### src/hdl/dpf_pkg.sv
package dpf_pkg;

  localparam int unsigned MAX_CLASSES = 255;
  localparam int unsigned CFG_DATA_W  = 24;
  localparam int unsigned CFG_INDEX_W = 3;

  localparam logic [CFG_INDEX_W-1:0] REG_CONF_THRESHOLD = 3'd0;
  localparam logic [CFG_INDEX_W-1:0] REG_CLASS_COUNT    = 3'd1;
  localparam logic [CFG_INDEX_W-1:0] REG_PAD_LEFT       = 3'd2;
  localparam logic [CFG_INDEX_W-1:0] REG_PAD_TOP        = 3'd3;
  localparam logic [CFG_INDEX_W-1:0] REG_RATIO_X        = 3'd4;
  localparam logic [CFG_INDEX_W-1:0] REG_RATIO_Y        = 3'd5;

  typedef struct packed {
    logic signed [31:0] tensor_value;
    logic               frame_start;
  } dpf_in_t;

  typedef struct packed {
    logic signed [15:0] box_left;
    logic signed [15:0] box_top;
    logic signed [15:0] box_width;
    logic signed [15:0] box_height;
    logic [7:0]         class_index;
    logic [16:0]        box_score;
    logic [15:0]        proposal_index;
  } dpf_out_t;

  typedef struct packed {
    logic [16:0] conf_threshold;
    logic [7:0]  class_count;
    logic [11:0] pad_left;
    logic [11:0] pad_top;
    logic [23:0] ratio_x;
    logic [23:0] ratio_y;
  } dpf_cfg_t;

  // Finished row handed from the front to the back.
  // xl/yt are doubled left/top edges (Q.17) so the half width stays exact.
  typedef struct packed {
    logic signed [34:0] xl;
    logic signed [34:0] yt;
    logic signed [31:0] w;
    logic signed [31:0] h;
    logic               obj_ok;
    logic [30:0]        obj;
    logic [30:0]        best;
    logic [7:0]         cls;
    logic [15:0]        prop;
  } dpf_row_t;

  // Shift right with truncation toward zero, then saturate to 16 bits signed.
  function automatic logic signed [15:0] pix_sat(input logic signed [63:0] v,
                                                  input int unsigned sh);
    logic signed [63:0] bias;
    logic signed [63:0] q;
    bias = v[63] ? ((64'sd1 <<< sh) - 64'sd1) : 64'sd0;
    q    = (v + bias) >>> sh;
    if (q > 64'sd32767) begin
      pix_sat = 16'sh7fff;
    end else if (q < -64'sd32768) begin
      pix_sat = 16'sh8000;
    end else begin
      pix_sat = q[15:0];
    end
  endfunction

endpackage

### src/hdl/dpf_queue.sv
module dpf_queue #(
  parameter int unsigned DEPTH = 4
) (
  input  logic              clk,
  input  logic              rst,
  input  logic              push,
  input  dpf_pkg::dpf_row_t push_data,
  input  logic              pop,
  output dpf_pkg::dpf_row_t pop_data,
  output logic              not_empty,
  output logic              full
);
  import dpf_pkg::*;

  localparam int unsigned PTR_W = (DEPTH > 1) ? $clog2(DEPTH) : 1;
  localparam int unsigned CNT_W = $clog2(DEPTH + 1);

  dpf_row_t           mem [DEPTH];
  logic [PTR_W-1:0]   wr_ptr, rd_ptr;
  logic [CNT_W-1:0]   count;
  logic               do_push, do_pop;

  assign not_empty = count != '0;
  assign full      = count == CNT_W'(DEPTH);
  assign do_push   = push && !full;
  assign do_pop    = pop && not_empty;
  assign pop_data  = mem[rd_ptr];

  always_ff @(posedge clk) begin
    if (do_push) begin
      mem[wr_ptr] <= push_data;
    end
  end

  always_ff @(posedge clk) begin
    if (rst) begin
      wr_ptr <= '0;
      rd_ptr <= '0;
      count  <= '0;
    end else begin
      if (do_push) begin
        wr_ptr <= (wr_ptr == PTR_W'(DEPTH - 1)) ? '0 : wr_ptr + PTR_W'(1);
      end
      if (do_pop) begin
        rd_ptr <= (rd_ptr == PTR_W'(DEPTH - 1)) ? '0 : rd_ptr + PTR_W'(1);
      end
      if (do_push && !do_pop) begin
        count <= count + CNT_W'(1);
      end else if (do_pop && !do_push) begin
        count <= count - CNT_W'(1);
      end
    end
  end

endmodule

### config.mk
export PLATFORM = sky130hd
export DESIGN_NAME = dpf_queue
export DESIGN_NICKNAME = d
export VERILOG_FILES = /design/src/hdl/dpf_pkg.sv /design/src/hdl/dpf_queue.sv
export SDC_FILE = /design/constraint.sdc
export NUM_CORES = 1
export LEC_CHECK = 0
export BUFFER_PORTS_ARGS = -buffer_cell sky130_fd_sc_hd__buf_2
export CORE_MARGIN = 2
export CORE_UTILIZATION = 51
export DETAILED_ROUTE_END_ITERATION = 8
export PLACE_DENSITY = 0.75
export SETUP_SLACK_MARGIN = 0.05
export SYNTH_ARGS = -nofsm -noshare
export SYNTH_HDL_FRONTEND = slang
export SYNTH_SLANG_ARGS = --single-unit
### constraint.sdc
create_clock -name clk -period 6.6 [get_ports clk]
set_clock_uncertainty 0.2 [all_clocks]
set_input_delay 0.33 -clock clk [delete_from_list [all_inputs] [get_ports clk]]
set_output_delay 0.33 -clock clk [all_outputs]
set_load 0.02 [all_outputs]
# Word-level counts from Yosys, hierarchy flattened
# Memories as Yosys holds them, arrays and structs flattened. A register that Yosys moved wholly into a read port is not among the register bits.
# Cells that the tools add are included.
[totals] ff_bits=7 ram_bits=884 input_bits=225 out_inout_bits=223 wordCells=28 memories=1
[memory_table] name="mem" words=4 word_bits=221 rd=1 rd_clocked_by_memory_dff=1 write_ports=1 line_no="dpf_queue.sv:18" rtl="dpf_row_t mem [DEPTH];"
[op_classes] add_sub_neg=4 n_eq_ne=3 muxes=8 n_reduce_logical=9
[ops] cell="$mux W2" n=4
[ops] cell="$mux W3" n=2
[ops] cell="$add A2 B1 Y2 const B" n=2
[ops] cell="$eq A2 B2 Y1 const B" n=2
[ops] cell="$logic_and A1 B1 Y1" n=4
[ops] cell="$add A3 B1 Y3 const B" n=1
[ops] cell="$eq A3 B3 Y1 const B" n=1
[ops] cell="$logic_not A1 Y1" n=3
[ops] cell="$reduce_bool A3 Y1" n=1
[ops] cell="$sub A3 B1 Y3 const B" n=1
[ops] cell="$mux W1" n=2
[ops] cell="$reduce_bool A2 Y1" n=1

# Depth between registers and ports, before layout
[logic_depth] depth_word=7 mapped_depth=10

# Least setup slack after synthesis
# No wires, ideal clock.
[synth_path] kind="register to register" startpoint="register count[0]" endpoint="memory mem[0][0] (netlist bit), enable pin" setup_time_ns=0.611 arrival_time_ns=5.754 path_slack_ns=0.035 path_stages_with_launch=4 period_less_slack_ns=6.565 cell_sequence="dfxtp_1 -> or3b_1 -> buf_2 -> and3_1"
[synth_between] elab_chain_cells=5
[synth_lines] element="start: declaration" line_no="dpf_queue.sv:20" rtl="logic [CNT_W-1:0] count;"
[synth_lines] element="start signal: assignment" line_no="dpf_queue.sv:48" rtl="count <= count + CNT_W'(1);"
[synth_lines] element="start signal: assignment" line_no="dpf_queue.sv:50" rtl="count <= count - CNT_W'(1);"
[synth_lines] element="$eq A3 B3 Y1" line_no="dpf_queue.sv:24" rtl="assign full = count == CNT_W'(DEPTH);"
[synth_lines] element="$logic_not A1 Y1" line_no="dpf_queue.sv:25" rtl="assign do_push = push && !full;"
[synth_lines] element="$logic_and A1 B1 Y1" line_no="dpf_queue.sv:25"
[synth_lines] element="$mux W1" line_no="dpf_queue.sv:30" rtl="if (do_push) begin"
[synth_lines] element="$mux W1 (not written as such)" line_no="dpf_queue.sv:31" rtl="mem[wr_ptr] <= push_data;"
[synth_lines] element="end: declaration" line_no="dpf_queue.sv:18"
# Every way passes these cells.

==> impl_metrics.ini <==
[run_status]
status = finished, final reports clean

[logic_synthesis]
synth_seq_area_share_pct = 82.1
syn_area_per_cell_sq_um = 27.0
ys_warn_count = 0
syn_nets = 1437
yosys.area.top_type = edfxtp_1
ys_ff_latch = 893
synthCells = 1205
synth_area_leaders = edfxtp_1, mux4_2, buf_12, dfxtp_1, buf_2
netlist_area_sq_mm = 0.0326
yosys.area.top_type_share_pct = 81.5
synthDistinctLibCells = 24

[detailed_routing]
drt_iter0_drc = 1394
wire_per_inst_um = 23.8
drt_pass1_iterations = 5
drc = 0
viasPerCell = 5.51
wl_um = 67800
via_count = 15700
route.antenna.remaining_nets = 0

[power_and_ir_drop]
p_int_mw = 11.0
pwr-share-seq_pct = 46.0
combPwrFrac_pct = 22.9
switching_power_mw = 4.29
clkPwrFrac_pct = 31.1
vdd_drop_max_mv = 0.470
p_sw_share_pct = 28.0
p_per_area_mw_per_mm2 = 378
leakage_nw = 13.6

[clock_network]
cts_tree = built
clkLatencyLatePin_ns = 0.63
cts.sinks = 893
post-cts-setup-buffer-count = 0
cts_buffers = 87
ctsResizeCount = 0
hold_buffers = 225
ctsRootBufferMaster = clkbuf_16
path_clk_slew_ns = 0.06
htree_levels = 3
cts_buffer_depth = 3

[floorplan]
start_util_pct = 51.6
design.die.area_sq_mm = 0.0659
die_w_um = 257
die-height_um = 257
io_pins = 448
coreArea_sq_mm = 0.0631
placementRows = 92

[timing]
relSlewSlack_pct = 23.1
hold_viol = 0
fin_ws_ns = 3.05
tightest_slew_ns = 1.15
rsz0062_at_grt = false
setup_violations = 0
period_share_pct = 53.9
final-max-slew-violation-count = 0
fin_setup_tns_ns = 0
min_period_ns = 3.55
max_freq_mhz = 281

[worst_setup_path]
reg2regPathDepth = 3
endpoint = pop_data[132]
cp_max_fo = 66
critPathLaunchType = flop
crit_slowest_cell = buf_4
worst_ep_required_time_ns = 6.07
crit_path_end_kind = primary output
cpPeakStageDelay_ns = 0.83
r2r_start = count[0]
r2r_setup_slack_ns = 3.59
r2r-end = mem[2][180]
worstPathCellList = buf_4 > mux4_2 > buf_2
crit_type = flop to primary output
cp.arrival_ns = 3.02

[placement]
globalplace.congestion = 0.759
pre_cts_ws_ns = 3.65
io_buffers = 447
placed_cell_area_sq_mm = 0.0355
post-dp-hpwl_um = 37100

[layout]
drive_gt1_share_pct = 40.7
nets = 2158
fillers = 4048
syn_to_final_growth_pct = 24.4
design_area_sq_mm = 0.0405

[global_routing]
grt_max_degree = 124
overflow = 0
antenna_found_initial = 10
grt_pass1_vias = 16700
grt.total_usage_pct = 20.5
grt_pass1_wl_um = 102000

[worst_hold_path]
holdCritPathClass = primary input to flop
hold_start = push_data[215]

[flow_run]
drv_cap = 0
-- metrics by stage --
step,instances,utilization [%],power [mW],hold WS [ns]
floorplan,1205,-,9.60,0.229
global placement,2458,56.2,10.5,0.264
detailed placement,2458,56.2,10.5,0.284
CTS,2836,64.2,15.4,0.193
global route,2840,64.2,15.8,0.212
finish,2843,64.2,15.3,0.241
-- synthesized netlist by cell type --
master and count:
a21oi_1 3, and3_1 4, buf_12 21, buf_2 22
buf_4 3, buf_6 1, clkbuf_1 5, dfxtp_1 9
edfxtp_1 884, fa_1 1, ha_1 6, inv_1 4
inv_2 1, mux2i_1 2, mux4_2 221, nand2_1 1
nand3_1 2, nor2_1 4, nor3_1 1, o21ai_0 2
o31ai_1 2, or3_1 3, or3b_1 1, xor2_1 2
-- kinds of logic after synthesis --
group | Yosys count | synth area share [%]
buffers and inverters | 57 | 1.85
DFF | 893 | 82.1
AOI/OAI and AO/OA | 7 | 0.123
adders and majority gates | 7 | 0.292
xor gates and xnor gates | 2 | 0.0538
and+or+nand+nor | 16 | 0.265
muxes | 223 | 15.3
-- how the worst min path moves through the flow --
stage / endpoint / slack (ns) / cells past startpoint
floorplan: mem[0][0] / 0.23 / 0
global placement: flop / 0.26 / 2
detailed placement: flop / 0.28 / 2
CTS: mem[2][9] / 0.19 / 2
global route: mem[2][9] / 0.21 / 2
finish: mem[3][215] / 0.24 / 2
-- critical path: cells and delay by family (launching register included) --
family / cells / cell delay (ns)
buffers and inverters: 2 / 1.01
DFF: 1 / 0.80
muxes: 1 / 0.45
-- final cells by class --
type	count	area (sq um)	share of cell area [%]
tap	846	1060	2.61
clock buffer	107	2330	5.76
multi-input combinational	255	5260	13.0
timing repair buffer	684	4670	11.5
sequential	893	26700	66.0
inverter	5	18.8	0.0463
clock inverter	46	425	1.05
antenna	7	17.5	0.0432
-- layout by cell type, fill, tap and decap left out, types with 5 or more instances in the layout --
| cell type | synthesis | routed |
|---|---|---|
| buf_12 | 21 | 7 |
| buf_2 | 22 | 447 |
| buf_4 | 3 | 5 |
| bufinv_16 | 0 | 5 |
| clkbuf_1 | 5 | 14 |
| clkbuf_16 | 0 | 89 |
| clkinv_1 | 0 | 17 |
| clkinv_2 | 0 | 16 |
| dfxtp_1 | 9 | 7 |
| diode_2 | 0 | 7 |
| dlygate4sd3_1 | 0 | 225 |
| edfxtp_1 | 884 | 884 |
| ha_1 | 6 | 6 |
| mux4_2 | 221 | 221 |
-- registers in the layout (all words and copies together), names as in the netlist, named ones only --
register / flops
mem: 884
count: 3
rd_ptr: 2
wr_ptr: 2
-- power by group through the flow --
stage          Sequential [mW]  Combinational, mW  Clock [mW]
3_3_place_gp              7.10               3.38           0
2_1_floorplan             7.11               2.49           0
4_1_cts                   7.03               3.53        4.83
6_report                  7.03               3.50        4.77
3_5_place_dp              7.14               3.39           0
5_1_grt                   7.07               3.71        5.06
-- per-layer routing --
layer	up-vias	share of wire, %	GRT usage (%)
met5	-	0.096	0
met4	10	2.5	5.88
met3	123	8.6	6.38
met2	667	51	34.0
met1	8176	38	26.5
li1	6688	-	-
Note: power is estimated with default switching activity, not from simulation.
