`config.mk`:
```
export PLATFORM = sky130hd
export DESIGN_NAME = dpf_front
export DESIGN_NICKNAME = d
export VERILOG_FILES = /design/src/hdl/dpf_pkg.sv /design/src/hdl/dpf_front.sv
export SDC_FILE = /design/constraint.sdc
export NUM_CORES = 1
export LEC_CHECK = 0
export BUFFER_PORTS_ARGS = -buffer_cell sky130_fd_sc_hd__buf_2
export CAP_MARGIN = 20
export CELL_PAD_IN_SITES_DETAIL_PLACEMENT = 1
export CELL_PAD_IN_SITES_GLOBAL_PLACEMENT = 1
export CORE_MARGIN = 5
export CORE_UTILIZATION = 30
export DETAILED_ROUTE_END_ITERATION = 8
export GPL_TIMING_DRIVEN = 0
export PLACE_DENSITY = 0.7
export SYNTH_ARGS = -nofsm -noshare
export SYNTH_HDL_FRONTEND = slang
export SYNTH_SLANG_ARGS = --single-unit
```
`constraint.sdc`:
```
create_clock -name clk -period 4.3 [get_ports clk]
set_input_delay 0.215 -clock clk [delete_from_list [all_inputs] [get_ports clk]]
set_output_delay 0.215 -clock clk [all_outputs]
set_load 0.03 [all_outputs]
```
`src/hdl/dpf_pkg.sv`:
```
package dpf_pkg;

  localparam int unsigned MAX_CLASSES = 255;
  localparam int unsigned CFG_DATA_W  = 24;
  localparam int unsigned CFG_INDEX_W = 3;

  localparam logic [CFG_INDEX_W-1:0] REG_CONF_THRESHOLD = 3'd0;
  localparam logic [CFG_INDEX_W-1:0] REG_CLASS_COUNT    = 3'd1;
  localparam logic [CFG_INDEX_W-1:0] REG_PAD_LEFT       = 3'd2;
  localparam logic [CFG_INDEX_W-1:0] REG_PAD_TOP        = 3'd3;
  localparam logic [CFG_INDEX_W-1:0] REG_RATIO_X        = 3'd4;
  localparam logic [CFG_INDEX_W-1:0] REG_RATIO_Y        = 3'd5;

  typedef struct packed {
    logic signed [31:0] tensor_value;
    logic               frame_start;
  } dpf_in_t;

  typedef struct packed {
    logic signed [15:0] box_left;
    logic signed [15:0] box_top;
    logic signed [15:0] box_width;
    logic signed [15:0] box_height;
    logic [7:0]         class_index;
    logic [16:0]        box_score;
    logic [15:0]        proposal_index;
  } dpf_out_t;

  typedef struct packed {
    logic [16:0] conf_threshold;
    logic [7:0]  class_count;
    logic [11:0] pad_left;
    logic [11:0] pad_top;
    logic [23:0] ratio_x;
    logic [23:0] ratio_y;
  } dpf_cfg_t;

  // Finished row handed from the front to the back.
  // xl/yt are doubled left/top edges (Q.17) so the half width stays exact.
  typedef struct packed {
    logic signed [34:0] xl;
    logic signed [34:0] yt;
    logic signed [31:0] w;
    logic signed [31:0] h;
    logic               obj_ok;
    logic [30:0]        obj;
    logic [30:0]        best;
    logic [7:0]         cls;
    logic [15:0]        prop;
  } dpf_row_t;

  // Shift right with truncation toward zero, then saturate to 16 bits signed.
  function automatic logic signed [15:0] pix_sat(input logic signed [63:0] v,
                                                  input int unsigned sh);
    logic signed [63:0] bias;
    logic signed [63:0] q;
    bias = v[63] ? ((64'sd1 <<< sh) - 64'sd1) : 64'sd0;
    q    = (v + bias) >>> sh;
    if (q > 64'sd32767) begin
      pix_sat = 16'sh7fff;
    end else if (q < -64'sd32768) begin
      pix_sat = 16'sh8000;
    end else begin
      pix_sat = q[15:0];
    end
  endfunction

endpackage

```
`src/hdl/dpf_front.sv`:
```
module dpf_front (
  input  logic              clk,
  input  logic              rst,
  input  logic              accept,
  input  dpf_pkg::dpf_in_t  item,
  input  dpf_pkg::dpf_cfg_t cfg,
  output logic              push,
  output dpf_pkg::dpf_row_t row
);
  import dpf_pkg::*;

  logic [8:0]         pos,  pos_e;
  logic [15:0]        prop, prop_e;
  logic signed [31:0] cx, cy, w, h, obj, best;
  logic [7:0]         cls;

  logic signed [31:0] cx_u, cy_u, w_u, h_u, obj_u, best_u;
  logic [7:0]         cls_u;
  logic [7:0]         nc;
  logic               row_end;
  logic signed [31:0] v;

  assign v  = item.tensor_value;
  assign nc = (cfg.class_count > 8'(MAX_CLASSES)) ? 8'(MAX_CLASSES) : cfg.class_count;

  always_comb begin
    // frame start drops any partial row and restarts the row count
    pos_e  = item.frame_start ? 9'd0  : pos;
    prop_e = item.frame_start ? 16'd0 : prop;
    cx_u   = item.frame_start ? 32'sd0 : cx;
    cy_u   = item.frame_start ? 32'sd0 : cy;
    w_u    = item.frame_start ? 32'sd0 : w;
    h_u    = item.frame_start ? 32'sd0 : h;
    obj_u  = item.frame_start ? 32'sd0 : obj;
    best_u = item.frame_start ? 32'sd0 : best;
    cls_u  = item.frame_start ? 8'd0  : cls;
    unique case (pos_e)
      9'd0: cx_u  = v;
      9'd1: cy_u  = v;
      9'd2: w_u   = v;
      9'd3: h_u   = v;
      9'd4: obj_u = v;
      default: begin
        if (v > best_u) begin
          best_u = v;
          cls_u  = 8'(pos_e - 9'd5);
        end
      end
    endcase
    row_end = {1'b0, pos_e} >= (10'd4 + 10'(nc));

    row.xl     = (35'(cx_u) <<< 1) - $signed(35'({cfg.pad_left, 17'd0})) - 35'(w_u);
    row.yt     = (35'(cy_u) <<< 1) - $signed(35'({cfg.pad_top, 17'd0})) - 35'(h_u);
    row.w      = w_u;
    row.h      = h_u;
    row.obj_ok = obj_u > $signed({15'd0, cfg.conf_threshold});
    row.obj    = obj_u[30:0];
    row.best   = best_u[30:0];
    row.cls    = cls_u;
    row.prop   = prop_e;
  end

  assign push = accept && row_end;

  always_ff @(posedge clk) begin
    if (rst) begin
      pos  <= '0;
      prop <= '0;
      cx   <= '0;
      cy   <= '0;
      w    <= '0;
      h    <= '0;
      obj  <= '0;
      best <= '0;
      cls  <= '0;
    end else if (accept) begin
      if (row_end) begin
        pos  <= '0;
        prop <= prop_e + 16'd1;
        cx   <= '0;
        cy   <= '0;
        w    <= '0;
        h    <= '0;
        obj  <= '0;
        best <= '0;
        cls  <= '0;
      end else begin
        pos  <= pos_e + 9'd1;
        prop <= prop_e;
        cx   <= cx_u;
        cy   <= cy_u;
        w    <= w_u;
        h    <= h_u;
        obj  <= obj_u;
        best <= best_u;
        cls  <= cls_u;
      end
    end
  end

endmodule

```
### After elaboration in Yosys (flattened, before gate mapping)

Cells that the tools add are included.

| cells by class | value |
|---|---|
| add/subtract/negate cells | 8 |
| order comparisons | 4 |
| equal/unequal tests | 4 |
| muxes and demuxes | 28 |
| reduce and logical (&&, ||, !) cells | 3 |

Operators by type and width:

| cell | number |
|---|---|
| $mux 32 | 19 |
| $sub 34x32->35 | 2 |
| $sub 33x30->34 | 2 |
| $mux 8 | 5 |
| $gt 32x18->1 | 1 |
| $gt 32x32->1 | 1 |
| $mux 16 | 2 |
| $eq 9x2->1 const B | 2 |
| $mux 9 | 2 |
| $add 16x1->16 const B | 1 |
| $add 3x8->9 const A | 1 |
| $add 9x1->9 const B | 1 |
| $eq 9x1->1 const B | 1 |
| $eq 9x3->1 const B | 1 |
| $ge 9x9->1 | 1 |
| $logic_not 9->1 | 1 |
| $gt 8x8->1 const B | 1 |
| $sub 8x3->8 const B | 1 |
| $reduce_or 5->1 | 1 |
| $logic_and 1x1->1 | 1 |

| storage, ports and cells | value |
|---|---|
| register bits after elaboration | 225 |
| input bits | 133 |
| output and inout port bits | 222 |
| word-level logic and storage cells | 56 |

### Depth between registers and ports, before layout

Gate-level depths: netlist (run 1).

| depth | value |
|---|---|
| depth after elaboration | 5 |
| mapped depth | 21 |
| mapped depth without buffers | 17 |

### Worst setup path before layout (run 1)

No wires, ideal clock.

| timing path | value |
|---|---|
| path kind | register to output |
| from | register pos[6] |
| to | output port row[217] (netlist bit) |
| arrival time | 5.303 ns |
| data required time | 4.085 ns |
| setup slack | -1.218 ns |
| cell stages (with the launch flop) | 18 |
| path buffers | 2 |
| cell sequence | dfxtp_1 -> buf_2 -> nor4_4 -> a21oi_1 -> nor3b_2 -> clkbuf_1 -> o21ai_0 -> ha_1 -> inv_1 -> ha_1 -> a21o_1 -> a21o_1 -> a21oi_1 -> o21ai_1 -> or4_1 -> o21ai_1 -> o31ai_1 -> o311ai_0 |

RTL lines:

| element | RTL line | RTL |
|---|---|---|
| start: declaration | dpf_front.sv:12 | `logic [8:0] pos, pos_e;` |
| start signal: assignment | dpf_front.sv:88 | `pos <= pos_e + 9'd1;` |
| end: declaration | dpf_front.sv:8 | `output dpf_pkg::dpf_row_t row` |

==> results.cfg, run 1 <==
[grt]
track_usage_pct = 25.9
grt_pass1_vias = 22000
grt_pass1_wl_um = 135000
grt-ovfl-total = 0
grt_max_degree = 14
antenna_found_initial = 2

[clock_tree]
tritoncts = yes
cts_hold_buf = 0
root_buffer = clkbuf_16
clock_latency_ns = 0.58
numCtsBuffers = 27
cts_sinks = 225
cts_max_path_buffers = 3
ctsHtreeMaxLevel = 1
clk_pin_slew_worst_paths_ns = 0.06

[worst_setup_path]
startpoint_type = flip-flop
crit_required_ns = 4.09
worstPathMaxFanout = 6
end_kind = output pin
cp.arrival_ns = 5.03
critPathKind = reg2out

[final_layout]
area_delta_synth_final_pct = 42.2
final_core_util_pct = 43.0
layout_commonest_cell = nand2_1
stdcell_area_um2 = 25900
fin_nets = 3329
drive_above_1_share_pct = 31.1
final_cell_mix = nand2_1 (383), buf_2 (237), a21oi_1 (217), dfxtp_1 (217), buf_4 (182)

[synthesis]
postSynthAreaPerCell_um2 = 7.20
async_flop_share_pct = 0
synthesis.nets = 2851
syn-instance-count = 2530
yosysSeqAreaShare_pct = 24.7
synth-seq-cells = 225
syn-cell-area_um2 = 18200
ys.flop_type = dfxtp_1
synth_edf_count = 0
synth.distinct_cells = 74
yosys_warnings = 0

[routing]
vias = 21200
viasPerCell = 5.56
drt.antenna.violating_nets = 0
wl_um = 92200
first_iter_violations = 1363
drc = 0
wire_per_inst_um = 24.2
first_pass_iters = 5

[power_and_ir_drop]
p_comb_share_pct = 40.8
clock_power_share_pct = 30.4
ir_worst_vdd_mv = 0.295
powerDensity_nw_per_um2 = 284
leakagePower_nw = 10.8
swShare_pct = 37.4
fin_total_pwr_w = 0.00736
power_frac_seq_pct = 28.9
switchingPower_w = 0.00275
p_int_w = 0.00461

[run]
cap_violations = 0

[timing]
setup-tns-final_ns = -33.57
tightestPinTransition_ns = 1.14
finClkSkew_ns = 0.0190
rsz0062_at_grt = yes
hold_viol = 0
setup_viol = 55
fmax_mhz = 191
fin_crit_sh_pct = 122
max_slew_margin_pct = 23.4
worst_slack_ns = -0.944
slew_viol_final = 0
whs_ns = 0.129
fin_crit_ns = 5.24

[hold_path]
hold_class = in2reg

[run_status]
violations = negative setup slack
status = finished with violations

[placement]
gp_congestion = 0.907
place.port_buffers = 304
hpwl_um = 67300
dpl_cell_area_um2 = 21400

[floorplan]
dieArea_um2 = 65800
start_util_pct = 30.2
coreArea_um2 = 60200
die_x_um = 256
io_pins = 355
num_rows = 90
die_h_um = 256
## synth_stat cells (all sizes together), types with 7 or more instances
| master | number | area [um^2] |
|---|---|---|
| clkbuf | 137 | 514 |
| o21ai | 170 | 858 |
| nor3b | 42 | 325 |
| dfxtp | 225 | 4500 |
| nand2b | 138 | 863 |
| inv | 178 | 668 |
| nand3 | 149 | 746 |
| nand2 | 403 | 1510 |
| fa | 26 | 521 |
| or3 | 27 | 169 |
| a22o | 36 | 315 |
| xnor2 | 46 | 403 |
| a21o | 68 | 510 |
| ha | 162 | 2030 |
| nand4 | 21 | 131 |
| nor4 | 8 | 65.1 |
| and3 | 16 | 100 |
| nor3 | 38 | 190 |
| nand3b | 35 | 263 |
| a21oi | 270 | 1350 |
| a31oi | 12 | 75.1 |
| nor2 | 91 | 344 |
| o2111ai | 7 | 67.6 |
| nor2b | 46 | 288 |
| o21bai | 12 | 90.1 |
| o21a | 17 | 128 |
| xor2 | 30 | 263 |
| a211oi | 7 | 52.6 |
| buf | 40 | 218 |
## per-stage QoR
step           instances  worst slack [ns]
6_report            3809            -0.944
2_1_floorplan       2530            -0.252
3_3_place_gp        3616             -2.05
4_1_cts             3756            -0.927
3_5_place_dp        3616             -2.16
5_1_grt             3808             -1.08
## registers in the layout (all words and copies together) (netlist names)
signal,count
cy,32
best,32
cx,32
prop,16
w,32
h,32
pos,9
obj,32
cls,8
## what timing repair did
action / CTS / global route
cloned: 2 / 0
pin swaps: 94 / 94
setup endpoints to repair: 327 / 134
buffers inserted: 101 / 53
resized for setup: 468 / 189
## cell families after synthesis
group                    count (synthesis)  synth area share (%)
AND/OR/NAND/NOR                       1033                  28.2
AO/OA/AOI/OAI                          647                  21.4
buffers and inverters                  355                  7.69
flip-flops                             225                  24.7
adder cells (fa/ha/maj)                188                  14.0
XOR/XNOR                                76                  3.65
multiplexers                             6                 0.343
## final timing paths
path              end  cells after the start    from  slack (ns)
max          row[178]                     24  pos[5]       -0.94
min            cls[5]                      3     rst        0.13
max reg2reg   prop[5]                     13  pos[0]        0.15
min reg2reg     w[19]                      2   w[19]        0.46
## power by group through the flow
| stage | registers [W] | logic (W) | clock network [W] |
|---|---|---|---|
| 2_1_floorplan | 0.00217 | 0.00153 | 0 |
| 3_3_place_gp | 0.00217 | 0.00221 | 0 |
| 3_5_place_dp | 0.00217 | 0.00225 | 0 |
| 4_1_cts | 0.00212 | 0.00273 | 0.00225 |
| 5_1_grt | 0.00213 | 0.00318 | 0.00233 |
| 6_report | 0.00212 | 0.00300 | 0.00224 |
## worst max-delay path, stage by stage (launching register included)
cell,delay [ns]
dfxtp_4,0.36
nor4_4,0.25
buf_4,0.19
a21oi_4,0.10
nor2_4,0.18
clkbuf_16,0.20
buf_6,0.11
buf_8,0.13
nand2_4,0.05
o21ai_2,0.08
ha_1,0.26
inv_2,0.08
ha_4,0.19
a211oi_2,0.29
nor2_1,0.10
or3_4,0.40
a2111oi_4,0.27
buf_4,0.19
buf_6,0.10
nor2_4,0.04
o21ai_4,0.19
a31oi_4,0.15
a21oi_2,0.23
xnor2_2,0.14
buf_6,0.15
## routing by layer
metal / GRT usage, % / up-vias / share of wire [%]
met4: 8.98 / 2 / 4.5
met1: 32.6 / 10600 / 42
li1: - / 9650 / -
met3: 3.49 / 202 / 5.2
met5: 0 / - / 0.014
met2: 45.7 / 728 / 49
## cell type report
class,count,area (um^2)
Tap cell,782,978
Multi-Input combinational cell,1950,14600
Clock inverter,3,43.8
Antenna cell,2,5.00
Timing Repair Buffer,459,3180
Fill cell,7215,34300
Sequential cell,225,4520
Buffer,167,1190
Clock buffer,43,766
Inverter,178,668
Power figures use the tool's default switching activity.
==> run 2: changes to the inputs <==
--- a/config.mk
+++ b/config.mk
@@ -5,6 +5,7 @@
 export SDC_FILE = /design/constraint.sdc
 export NUM_CORES = 1
 export LEC_CHECK = 0
+export ABC_AREA = 1
 export BUFFER_PORTS_ARGS = -buffer_cell sky130_fd_sc_hd__buf_2
 export CAP_MARGIN = 20
 export CELL_PAD_IN_SITES_DETAIL_PLACEMENT = 1
@@ -13,7 +14,7 @@
 export CORE_UTILIZATION = 30
 export DETAILED_ROUTE_END_ITERATION = 8
 export GPL_TIMING_DRIVEN = 0
-export PLACE_DENSITY = 0.7
+export PLACE_DENSITY = 0.72
 export SYNTH_ARGS = -nofsm -noshare
 export SYNTH_HDL_FRONTEND = slang
 export SYNTH_SLANG_ARGS = --single-unit
==> run 2 against run 1 <==
  * The run still ends with negative setup slack left
  * Final area rose by 0.75%
  * Critical path depth rose by 1
  * Core utilization rose by 0.49 points
  * Global-route usage fell by 0.29 points
  * First-iteration DRC count rose by 15%
  * Via count rose by 6.1%
  * Cell count rose by 8.3%
  * Non-clock buffer count fell by 50
  * Fmax rose by 15%
  * Critical path type unchanged
  * Critical endpoint is now row[182]
  * Largest cell class unchanged
  * Largest power group unchanged
  * Highest routed layer is now met4
==> results.cfg, run 2 <==
[grt]
met2_usage_pct = 42.4
busiest_layer = met2
grtUsageMet3_pct = 5.59
track_usage_pct = 25.6
grt_pass1_wl_um = 132000
grt-ovfl-total = 0
antenna_found_initial = 2
grt_pass1_vias = 22000
grt_max_degree = 14
grt_use_met1_pct = 32.9

[run_status]
status = finished with violations
violations = negative setup slack

[timing]
setup-tns-final_ns = -3.84
finClkSkew_ns = 0.0187
fin_crit_sh_pct = 106
slew_viol_final = 0
setup_viol = 39
rsz0062_at_grt = yes
tightestPinTransition_ns = 0.995
fin_crit_ns = 4.55
worst_slack_ns = -0.246
hold_viol = 0
fmax_mhz = 220
max_slew_margin_pct = 33.6

[worst_setup_path]
startpoint_type = flip-flop
slowest_delay_ns = 0.33
crit_required_ns = 4.09
r2r_slack_ns = 0.42
critPathKind = reg2out
cp_top_family = simple AND/OR/NAND/NOR gates
crit_slowest_cell = dfxtp_2
end_kind = output pin
path_buf_inv = 7
cp.arrival_ns = 4.33
cpMostUsedCell = nand2_1
worstPathMaxFanout = 10

[placement]
place.port_buffers = 304
dpl_cell_area_um2 = 20600
hpwl_um = 67600
gp_congestion = 0.921

[final_layout]
drive_above_1_share_pct = 30.7
area_delta_synth_final_pct = 44.2
fin_nets = 3642
final_cell_mix = nand2_1 (701), inv_1 (318), buf_2 (273), a21oi_1 (264), dfxtp_1 (222)
layout_commonest_cell = nand2_1
n_fill_cell = 7512
stdcell_area_um2 = 26100

[synthesis]
ys.flop_type = dfxtp_1
synth-seq-cells = 225
yosys_warnings = 0
synth.most_common_cell = nand2_1
yosys-top-cells-area = dfxtp_1 (25%), nand2_1 (16%), ha_1 (11%), a21oi_1 (8.9%), inv_1 (7.3%)
async_flop_share_pct = 0
yosysTopAreaCellShare_pct = 24.9
yosysTopAreaCell = dfxtp_1
postSynthAreaPerCell_um2 = 6.33
netlist_top_cells_count = nand2_1 (778), inv_1 (352), a21oi_1 (321), nand3_1 (243), dfxtp_1 (225)
yosysSeqAreaShare_pct = 24.9
syn-cell-area_um2 = 18100
syn-instance-count = 2862
synthesis.nets = 3183
synth.distinct_cells = 40
synth_edf_count = 0

[routing]
wl_um = 94700
first_pass_iters = 5
viasPerCell = 5.45
first_iter_violations = 1572
drt.antenna.violating_nets = 0
drc = 0
vias = 22500
wire_per_inst_um = 23.0

[clock_tree]
clk_pin_slew_worst_paths_ns = 0.06
tritoncts = yes
ctsHtreeMaxLevel = 1
cts_max_path_buffers = 3
clock_latency_ns = 0.58
cts_sinks = 225
numCtsBuffers = 27
cts_hold_buf = 0
root_buffer = clkbuf_16

[power_and_ir_drop]
ir_worst_vdd_mv = 0.259
leakagePower_nw = 11.2
powerDensity_nw_per_um2 = 289

[floorplan]
dieArea_um2 = 65400
die_x_um = 256
die_h_um = 256
coreArea_um2 = 60000
io_pins = 355
num_rows = 90
start_util_pct = 30.2

[hold_path]
hold_class = in2reg

[run]
cap_violations = 0
==> run 2: layer usage <==
metal,wire (um),up-vias
met1,38800,11000
met2,44500,905
met4,4320,0
li1,-,10300
met5,0,-
met3,7060,212
==> run 2: cells by family (layout without fill, tap and decap cells) <==
group                    Yosys count  in the layout  synth area share, %
other                              0              1                    0
buffers and inverters            501            979                 10.5
adder cells (fa/ha/maj)          188            188                 14.1
AO/OA/AOI/OAI                    592            592                 17.0
flip-flops                       225            225                 24.9
AND/OR/NAND/NOR                 1287           1288                 30.2
XOR/XNOR                          69             69                 3.34
==> run 2: timing repair <==
item / 4_1_cts / 5_1_grt
pin swaps: 69 / 100
endpoints found under the setup margin: 104 / 91
cloned: 5 / 0
gates resized for setup: 623 / 354
buffers inserted: 54 / 67
==> run 2: cell type report <==
cell class / count / area, um^2 / share of cell area, %
timing repair buffer: 429 / 2750 / 10.5
antenna: 1 / 2.50 / 0.00959
clock buffer: 40 / 744 / 2.85
multi-input combinational: 2137 / 14800 / 56.6
buffer: 147 / 921 / 3.53
clock inverter: 9 / 98.8 / 0.379
tap: 782 / 978 / 3.75
inverter: 354 / 1340 / 5.12
sequential: 225 / 4510 / 17.3
==> run 2: final timing paths <==
path | startpoint | endpoint | depth (start not counted)
min | accept | prop[11] | 3
max reg2reg | pos[1] | h[25] | 14
min reg2reg | cls[1] | cls[1] | 2
max | pos[3] | row[182] | 25
==> run 2: power by group <==
group | switching, W | internal (W) | total (W) | leakage (nW)
logic | 0.00199 | 0.00109 | 0.00308 | 8.97
registers | 0.0000168 | 0.00211 | 0.00213 | 1.82
clock network | 0.00101 | 0.00131 | 0.00233 | 0.416
total | 0.00302 | 0.00452 | 0.00753 | 11.2
==> run 2: tightest hold or removal path: cells and delay by family <==
family | cells | cell delay, ns
buffers and inverters | 1 | 0.22
AND/OR/NAND/NOR | 1 | 0.13
AO/OA/AOI/OAI | 1 | 0.05
==> run 2: metrics by stage <==
stage	hold slack (ns)	setup WS, ns	total power, W	utilization, %	cells
2_1_floorplan	0.445	0.00791	0.00361	-	2862
5_1_grt	0.152	-0.421	0.00779	43.5	4124
4_1_cts	0.113	-0.0664	0.00706	40.5	4056
6_report	0.108	-0.246	0.00753	43.5	4124
3_3_place_gp	0.452	-1.07	0.00431	34.3	3948
3_5_place_dp	0.457	-1.08	0.00432	34.3	3948
